===== config.mk =====
export PLATFORM = sky130hd
export DESIGN_NAME = alarm_light_buzzer_sequencer
export DESIGN_NICKNAME = d
export VERILOG_FILES = /design/src/rtl/albs_pkg.sv /design/src/rtl/albs_tick.sv /design/src/rtl/alarm_light_buzzer_sequencer.sv
export SDC_FILE = /design/constraint.sdc
export NUM_CORES = 1
export LEC_CHECK = 0
export BUFFER_PORTS_ARGS = -buffer_cell sky130_fd_sc_hd__buf_2
export CAP_MARGIN = 5
export CORE_MARGIN = 8
export CORE_UTILIZATION = 30
export CTS_BUF_LIST = sky130_fd_sc_hd__clkbuf_4
export DETAILED_ROUTE_END_ITERATION = 8
export GPL_TIMING_DRIVEN = 0
export PLACE_DENSITY = 0.52
export SETUP_SLACK_MARGIN = 0.3
export SYNTH_ARGS = -nofsm -noshare
export SYNTH_HDL_FRONTEND = slang
export SYNTH_SLANG_ARGS = --single-unit

===== constraint.sdc =====
create_clock -name i_clk -period 6.8 [get_ports i_clk]
set_input_delay 1.36 -clock i_clk [delete_from_list [all_inputs] [get_ports i_clk]]
set_output_delay 1.36 -clock i_clk [all_outputs]
set_load 0.01 [all_outputs]

===== src/rtl/albs_pkg.sv =====
// types, constants and register map of the alarm light and buzzer sequencer
`timescale 1ns / 1ps

package albs_pkg;

    localparam int TICK_W  = 16;
    localparam int PHASE_W = 3;
    localparam int MUTE_W  = 8;
    localparam int MODE_W  = 2;
    localparam int MENU_W  = 8;
    localparam int CFG_AW  = 3;
    localparam int CFG_DW  = 16;

    localparam logic [MODE_W-1:0]  MODE_NONE     = 2'd0;
    localparam logic [MODE_W-1:0]  MODE_SOUNDING = 2'd1;
    localparam logic [MODE_W-1:0]  MODE_SLOW     = 2'd2;
    localparam logic [MODE_W-1:0]  MODE_SILENT   = 2'd3;

    localparam logic [MENU_W-1:0]  MENU_HOME      = 8'd1;
    localparam logic [PHASE_W-1:0] PHASE_BUZZ_ON  = 3'd1;
    localparam logic [PHASE_W-1:0] PHASE_BUZZ_OFF = 3'd4;
    localparam logic [PHASE_W-1:0] PHASE_LAST     = 3'd5;

    localparam logic [TICK_W-1:0] RST_PHASE_TICKS  = 16'd120;
    localparam logic [MUTE_W-1:0] RST_MUTE_PHASES  = 8'd45;
    localparam logic [TICK_W-1:0] RST_TONE_TICKS   = 16'd500;
    localparam logic [TICK_W-1:0] RST_SLOW_ON      = 16'd1200;
    localparam logic [TICK_W-1:0] RST_SLOW_PERIOD  = 16'd1600;

    typedef enum logic [CFG_AW-1:0] {
        REG_PHASE_TICKS = 3'd0,
        REG_MUTE_PHASES = 3'd1,
        REG_TONE_TICKS  = 3'd2,
        REG_SLOW_ON     = 3'd3,
        REG_SLOW_PERIOD = 3'd4
    } t_cfg_idx;

    typedef struct packed {
        logic [TICK_W-1:0] phase_ticks;
        logic [MUTE_W-1:0] mute_phases;
        logic [TICK_W-1:0] tone_ticks;
        logic [TICK_W-1:0] slow_on;
        logic [TICK_W-1:0] slow_period;
    } t_cfg;

    typedef struct packed {
        logic [TICK_W-1:0]  tick_count;
        logic [PHASE_W-1:0] phase_count;
        logic [MUTE_W-1:0]  mute_phase_count;
        logic [TICK_W-1:0]  slow_count;
        logic               mute_active;
        logic               tone_active;
        logic               light_level;
        logic               buzzer_level;
    } t_state;

    typedef struct packed {
        logic [MODE_W-1:0] alarm_mode;
        logic [MENU_W-1:0] menu_state;
        logic              key_ack;
        logic              tone_start;
    } t_tick;

endpackage


===== src/rtl/albs_tick.sv =====
// next-state logic for one timer tick
`timescale 1ns / 1ps

module albs_tick (
    input  albs_pkg::t_cfg   i_cfg,
    input  albs_pkg::t_state i_state,
    input  albs_pkg::t_tick  i_tick,
    output albs_pkg::t_state o_state
);
    import albs_pkg::*;

    t_state s;
    logic [TICK_W-1:0] tick_inc;
    logic [TICK_W-1:0] slow_inc;
    logic [MUTE_W-1:0] mute_inc;
    logic              blink;

    always_comb begin
        s = i_state;
        if (i_tick.key_ack) begin
            s.mute_active = 1'b1;
        end
        if (i_tick.tone_start) begin
            s.tone_active = 1'b1;
        end
        tick_inc = s.tick_count + TICK_W'(1);
        slow_inc = s.slow_count + TICK_W'(1);
        mute_inc = s.mute_phase_count + MUTE_W'(1);
        blink    = (i_tick.alarm_mode == MODE_SOUNDING) || (i_tick.alarm_mode == MODE_SILENT);

        if (blink) begin
            s.tick_count = tick_inc;
            if (tick_inc >= i_cfg.phase_ticks) begin
                s.tick_count  = '0;
                s.phase_count = s.phase_count + PHASE_W'(1);
                if (s.mute_active) begin
                    s.mute_phase_count = mute_inc;
                    if (mute_inc >= i_cfg.mute_phases) begin
                        s.mute_phase_count = '0;
                        s.mute_active      = 1'b0;
                    end
                end
            end
            s.light_level = !(!s.phase_count[0] && (i_tick.menu_state == MENU_HOME)
                              && !s.mute_active);
            if (i_tick.alarm_mode == MODE_SOUNDING) begin
                if (s.phase_count == PHASE_BUZZ_ON) begin
                    s.buzzer_level = 1'b1;
                end else if (s.phase_count == PHASE_BUZZ_OFF) begin
                    s.buzzer_level = 1'b0;
                end
            end else begin
                s.buzzer_level = 1'b0;
            end
            if (s.phase_count == PHASE_LAST) begin
                s.phase_count = '0;
            end
        end else if (i_tick.alarm_mode == MODE_SLOW) begin
            s.slow_count = slow_inc;
            if (slow_inc > i_cfg.slow_on) begin
                s.buzzer_level = 1'b1;
                s.light_level  = 1'b0;
            end
            if (slow_inc > i_cfg.slow_period) begin
                s.buzzer_level = 1'b0;
                s.light_level  = 1'b1;
                s.slow_count   = '0;
            end
        end else if (s.tone_active) begin
            s.tick_count   = tick_inc;
            s.buzzer_level = 1'b1;
            if (tick_inc > i_cfg.tone_ticks) begin
                s.buzzer_level = 1'b0;
                s.tick_count   = '0;
                s.tone_active  = 1'b0;
            end
        end else begin
            s.light_level  = 1'b1;
            s.buzzer_level = 1'b0;
            s.tick_count   = '0;
        end
        o_state = s;
    end

endmodule


===== src/rtl/alarm_light_buzzer_sequencer.sv =====
// top level of the alarm light and buzzer sequencer
//
// channel | direction | handshake                | payload
// in      | input     | i_in_valid / o_in_ready  | alarm_mode, menu_state, key_ack, tone_start
// out     | output    | o_out_valid / i_out_ready| light_on, buzzer_on, muted, tone_busy
// cfg     | input     | i_cfg_wr_en              | i_cfg_addr, i_cfg_wdata
//
// an input beat passes the input register, then the result register, before its result beat
// one beat per cycle while results are taken; the tick logic is between the two registers
// a full result register stalls the input register, which stalls the input side
// synchronous active-low reset clears state, valid flags and config to defaults
`timescale 1ns / 1ps

module alarm_light_buzzer_sequencer (
    input  logic                          i_clk,
    input  logic                          i_rst_n,
    input  logic                          i_cfg_wr_en,
    input  logic [albs_pkg::CFG_AW-1:0]   i_cfg_addr,
    input  logic [albs_pkg::CFG_DW-1:0]   i_cfg_wdata,
    input  logic                          i_in_valid,
    output logic                          o_in_ready,
    input  logic [albs_pkg::MODE_W-1:0]   i_alarm_mode,
    input  logic [albs_pkg::MENU_W-1:0]   i_menu_state,
    input  logic                          i_key_ack,
    input  logic                          i_tone_start,
    output logic                          o_out_valid,
    input  logic                          i_out_ready,
    output logic                          o_light_on,
    output logic                          o_buzzer_on,
    output logic                          o_muted,
    output logic                          o_tone_busy
);
    import albs_pkg::*;

    t_cfg   r_cfg;
    t_state r_state;
    t_state n_state;
    t_tick  r_tick;
    logic   r_in_valid;
    logic   r_out_valid;
    logic   advance;

    assign advance    = r_in_valid && (!r_out_valid || i_out_ready);
    assign o_in_ready = !r_in_valid || advance;

    always_ff @(posedge i_clk) begin
        if (!i_rst_n) begin
            r_cfg.phase_ticks <= RST_PHASE_TICKS;
            r_cfg.mute_phases <= RST_MUTE_PHASES;
            r_cfg.tone_ticks  <= RST_TONE_TICKS;
            r_cfg.slow_on     <= RST_SLOW_ON;
            r_cfg.slow_period <= RST_SLOW_PERIOD;
        end else if (i_cfg_wr_en) begin
            unique case (t_cfg_idx'(i_cfg_addr))
                REG_PHASE_TICKS: r_cfg.phase_ticks <= i_cfg_wdata;
                REG_MUTE_PHASES: r_cfg.mute_phases <= i_cfg_wdata[MUTE_W-1:0];
                REG_TONE_TICKS:  r_cfg.tone_ticks  <= i_cfg_wdata;
                REG_SLOW_ON:     r_cfg.slow_on     <= i_cfg_wdata;
                REG_SLOW_PERIOD: r_cfg.slow_period <= i_cfg_wdata;
                default: ;
            endcase
        end
    end

    // input register
    always_ff @(posedge i_clk) begin
        if (!i_rst_n) begin
            r_in_valid <= 1'b0;
        end else if (o_in_ready) begin
            r_in_valid <= i_in_valid;
        end
    end

    always_ff @(posedge i_clk) begin
        if (o_in_ready && i_in_valid) begin
            r_tick.alarm_mode <= i_alarm_mode;
            r_tick.menu_state <= i_menu_state;
            r_tick.key_ack    <= i_key_ack;
            r_tick.tone_start <= i_tone_start;
        end
    end

    albs_tick u_tick (
        .i_cfg   (r_cfg),
        .i_state (r_state),
        .i_tick  (r_tick),
        .o_state (n_state)
    );

    // sequencer state, result levels are read straight from it
    always_ff @(posedge i_clk) begin
        if (!i_rst_n) begin
            r_state.tick_count       <= '0;
            r_state.phase_count      <= '0;
            r_state.mute_phase_count <= '0;
            r_state.slow_count       <= '0;
            r_state.mute_active      <= 1'b0;
            r_state.tone_active      <= 1'b0;
            r_state.light_level      <= 1'b1;
            r_state.buzzer_level     <= 1'b0;
        end else if (advance) begin
            r_state <= n_state;
        end
    end

    always_ff @(posedge i_clk) begin
        if (!i_rst_n) begin
            r_out_valid <= 1'b0;
        end else if (advance) begin
            r_out_valid <= 1'b1;
        end else if (i_out_ready) begin
            r_out_valid <= 1'b0;
        end
    end

    assign o_out_valid = r_out_valid;
    assign o_light_on  = r_state.light_level;
    assign o_buzzer_on = r_state.buzzer_level;
    assign o_muted     = r_state.mute_active;
    assign o_tone_busy = r_state.tone_active;

endmodule


# [Word-level counts from Yosys, hierarchy flattened]
# Index checks and enable logic that the tools add are counted.
[totals] reg_bits=133 output_inout_bits=6 elab_cells=102
[op_classes] addsub=4 magnitude_cmp=5 n_eq_ne=17 mux=31 bitwise_logic=1 reduce_logical=25
[ops] cell="16-bit two-way mux" n=5
[ops] cell="27-bit two-way mux" n=2
[ops] cell="16-bit > comparator" n=3
[ops] cell="16-bit by 1-bit adder with 16-bit output (second input constant)" n=2
[ops] cell="1-bit two-way mux" n=17
[ops] cell="16-bit greater-or-equal comparator" n=1
[ops] cell="8-bit two-way mux" n=2
[ops] cell="2-bit AND reduction" n=7
[ops] cell="3-bit equality test (second input constant)" n=3
[ops] cell="3-bit AND reduction" n=3
[ops] cell="8-bit by 1-bit adder with 8-bit output (second input constant)" n=1
[ops] cell="8-bit by 1-bit equality test with 1-bit output (second input constant)" n=1
[ops] cell="8-bit greater-or-equal comparator" n=1
[ops] cell="2-bit two-way mux" n=4
[ops] cell="3-bit by 1-bit equality test with 1-bit output (second input constant)" n=2
[ops] cell="3-bit by 2-bit equality test with 1-bit output (second input constant)" n=2
[ops] cell="1-bit logical NOT" n=5
[ops] cell="2-bit equality test (second input constant)" n=2
[ops] cell="1-bit logical AND" n=4
[ops] cell="2-bit inequality test (second input constant)" n=2
[ops] cell="4-bit by 3-bit inequality test with 1-bit output (second input constant)" n=1
[ops] cell="4-bit inequality test (second input constant)" n=1
[ops] cell="4-bit AND reduction" n=1
[ops] cell="3-bit by 1-bit adder with 3-bit output (second input constant)" n=1
[ops] cell="8 further kinds" n=10

# [Depth between registers and ports, before layout]
[depth] depth_word=11 mapped_depth=17

# [Modules after synthesis]
# A second synthesis with hierarchy kept.
[unflattened] hier_cells=1008 area_unflattened_um2=8191.6
[modules_own_cells] mod="alarm_light_buzzer_sequencer" instances=1 cells_each=485 area_each_um2=4809.6
[modules_own_cells] mod="albs_tick" instances=1 cells_each=523 area_each_um2=3382.0

# [Worst setup path before layout]
# Ideal clock, no wire load.
[synth_timing] path_kind="register to register" start="register r_state[4] in the netlist's numbering" end="register r_state[12] in the netlist's numbering" setup_time_ps=70 t_arrival_ps=3709 required_ps=6730 path_slack_ps=3021 path_stages_with_launch=18 synth_period_minus_slack_ps=3779 path_cell_list="dfxtp_1 ha_1 nand3_1 nor3_1 and3_1 clkbuf_1 nand3_1 xnor2_1 ha_1 nand4_2 nor2_1 a221o_1 or3_1 buf_2 a21oi_2 buf_4 nand3b_1 a21oi_1"
[synth_between] elab_chain_cells=3
[synth_rtl] item="from (decl)" line_no="alarm_light_buzzer_sequencer.sv:36" rtl="t_state r_state;"
[synth_rtl] item="from (signal assigned)" line_no="alarm_light_buzzer_sequencer.sv:102" rtl="r_state <= n_state;"
[synth_rtl] item="16-bit by 1-bit adder with 16-bit output *" line_no="albs_tick.sv:27" rtl="slow_inc = s.slow_count + TICK_W'(1);"
[synth_rtl] item="16-bit > comparator" line_no="albs_tick.sv:64" rtl="if (slow_inc > i_cfg.slow_period) begin"
[synth_rtl] item="16-bit two-way mux *" line_no="albs_tick.sv:64"
# Mark *: on every way between the ends. The rest lies on a longest branch, timed or not.
# A chain may end at the register's enable or synchronous reset.

# [Worst setup path in the final report]
# Ends and elaborated chain as after synthesis.

==> results.yml <==
run_status:
  status: "finished clean"
synth:
  synth.most_common_cell: "nand2_1"
  synth-xor-area-share_pct: 5.365
  syn-cell-area_um2: 7346
  ys_types: 61
  synthArstFlopShare_pct: 0
  synth-compound-area-share_pct: 17.03
  synth_seq_area_share_pct: 37.88
  syn_area_per_cell_um2: 8.153
  ys.flop_type: "dfxtp_1"
  yosys_warnings: 0
  synthCells: 901
  synth-adder-area-share_pct: 12.94
  ys_top_cells_by_area: "dfxtp_1 33%, ha_1 13%, nand2_1 8.8%, a21oi_1 7.3%, edfxtp_1 4.9%"
  synth_simple_gate_area_share_pct: 20.56
  synthMuxAreaShare_pct: 0.4258
  syn_nets: 1013
  synth_top_area_share_pct: 32.98
  synth-edff-count: 12
  yosys-top-cells-count: "172 x nand2_1, 121 x dfxtp_1, 107 x a21oi_1, 76 x ha_1, 75 x inv_1"
  yosys.area.top_type: "dfxtp_1"
  synth-seq-cells: 133
  synth_top_family_by_area: "simple AND/OR/NAND/NOR gates"
finish:
  fin_area_um2: 8247
  area_delta_synth_final_pct: 12.26
  fin_cells: 1299
  drive_gt1_share_pct: 8.530
  fillers: 2588
  nets: 1073
job:
  drv_cap: 0
setup_path:
  crit_chain: "ha_1 > nand3_1 > nor3_1 > and3_1 > clkbuf_1 > nand3_1 > xnor2_1 > ha_1 > nand4_2 > nor2_1 > a221o_1 > or3_1 > buf_2 > a21oi_2 > buf_4 > nand3b_1 > a21oi_1"
  cp_data_arrival_time_ps: 5050
  path_max_fanout: 10
  critical_path_class: "reg -> reg"
  slowest_stage: "dfxtp_1"
  required_ps: 7280
  slowest_delay_ps: 490
  cp-end-kind: "flip-flop"
  cp-start-kind: "flip-flop"
global_route:
  antenna_found_initial: 5
  grt_pass1_vias: 6137
  grt_overflow: 0
  grt_use_total_pct: 13.96
  grt_max_degree: 17
  grt_pass1_wl_mm: 32.40
sta:
  tightest_slew_ps: 846.3
  drv_slew: 0
  slew_headroom_pct: 43.37
  skew_ps: 15.12
  period_minus_slack_ps: 4566
  finalSetupViolations: 0
  rsz0062_at_grt: "no"
  hold_violations: 0
  finalCritPeriodShare_pct: 67.15
  layout_setup_ws_ps: 2234
  setup_tns_ps: 0
  max_freq_mhz: 219.0
  whs_ps: 462.2
routing:
  drc: 0
  num_vias: 6314
  firstDrtPassIters: 5
  vias_per_cell: 4.861
  wire_per_inst_um: 15.28
  drt_wl_total_mm: 19.85
  drtIter0Drc: 265
  antenna_left: 0
floorplan:
  ios: 42
  start_util_pct: 30.38
  rows: 57
  dieArea_um2: 29750
  die_h_um: 172.5
  core_um2: 24180
  die_x_um: 172.5
cts:
  clock-sinks: 133
  clock_latency_ps: 550
  cts_tree: "done"
  htreeDepth: 4
  root_buffer: "clkbuf_4"
  cts.repair.resized: 0
  numCtsBuffers: 17
  clk_pin_slew_ps: 120
  cts-root-to-sink-buffers: 2
  postCtsSetupBuffers: 0
  hold_buffers: 0
power_and_ir_drop:
  peakVddDrop_uv: 90.04
  p_per_area_nw_per_um2: 180.8
  p_leak_nw: 3.342
place:
  hpwl_mm: 15.33
  globalplace.congestion: 0.8275
  placed_cells: 1266
  preCtsSetupSlack_ps: 2225
  io_buffer_count: 41
  post_dp_cell_area_um2: 7956
min_path:
  hold_path_class: "reg -> reg"
-- sequential cells by signal, indices dropped and copies added, names as in the netlist --
signal and count:
o_buzzer_on 1, o_light_on 1, o_muted 1, o_out_valid 1
o_tone_busy 1, r_cfg 72, r_in_valid 1, r_state 43
r_tick 12
-- path summary, 6_finish.rpt --
check | start | end | slack (ps) | depth (start not counted)
setup / recovery | r_state[4] | r_state[12] | 2230 | 17
hold / removal | r_cfg[2] | r_cfg[2] | 460 | 2
setup reg to reg | r_state[4] | r_state[12] | 2230 | 17
hold reg to reg | r_cfg[2] | r_cfg[2] | 460 | 2
-- where the power goes --
group / internal, mW / switching [mW] / total (mW) / leakage [nW]
logic: 0.0361 / 0.0758 / 0.112 / 2.08
registers: 0.808 / 0.00930 / 0.817 / 1.10
clock network: 0.261 / 0.300 / 0.562 / 0.160
-- cells in the final DEF (no fill, tap or decap), types with 5 or more instances in the layout --
master,n
a21oi_1,107
a22o_1,6
a22oi_1,6
and3_1,13
buf_2,42
clkbuf_1,30
clkbuf_4,20
clkinv_2,5
dfxtp_1,121
edfxtp_1,12
ha_1,76
inv_1,75
nand2_1,172
nand2b_1,5
nand3_1,34
nand3b_1,9
nand4_1,12
nor2_1,41
nor2b_1,9
nor3_1,6
o211ai_1,24
o21ai_0,19
o21ai_1,6
xnor2_1,18
xor2_1,27
-- layer usage --
layer	vias up	global-route usage (%)	part of all wire [%]
li1	3244	-	-
met1	2901	19.18	50
met2	129	21.15	43
met3	34	3.311	4.6
met4	6	4.460	1.8
met5	-	0	0.17
-- stage by stage --
stage / power (mW) / util [%]
after global placement: 0.9465 / 32.91
after global routing: 1.564 / 34.11
after floorplan: 0.8967 / -
after detailed placement: 0.9478 / 32.91
after CTS: 1.513 / 34.09
final: 1.491 / 34.11
-- layout make-up --
cell class / count / area [um^2] / area share [%]
Antenna cell: 2 / 5.005 / 0.06069
Multi-Input combinational cell: 657 / 4138 / 50.17
Timing Repair Buffer: 41 / 205.2 / 2.488
Sequential cell: 133 / 2783 / 33.74
Tap cell: 324 / 405.4 / 4.916
Inverter: 77 / 289.0 / 3.505
Buffer: 34 / 136.4 / 1.654
Clock inverter: 11 / 135.1 / 1.639
Clock buffer: 20 / 150.1 / 1.821
-- logic make-up (layout without fill, tap and decap cells) --
kind of cell	after synthesis	after routing
simple gates	328	328
compound gates	205	205
flops	133	133
buf+inv	111	183
fa+ha+maj	76	76
xor+xnor	45	45
mux	3	3
other cells	0	2
-- worst max-delay path, delay by kind of cell, from the launching register on --
family | cells | cell delay, ps
AOI/OAI and AO/OA | 3 | 690
xor gates and xnor gates | 1 | 310
adders and majority gates | 2 | 600
buffers and inverters | 3 | 670
DFF | 1 | 490
and+or+nand+nor | 8 | 1750
(Power assumes the default switching activity.)
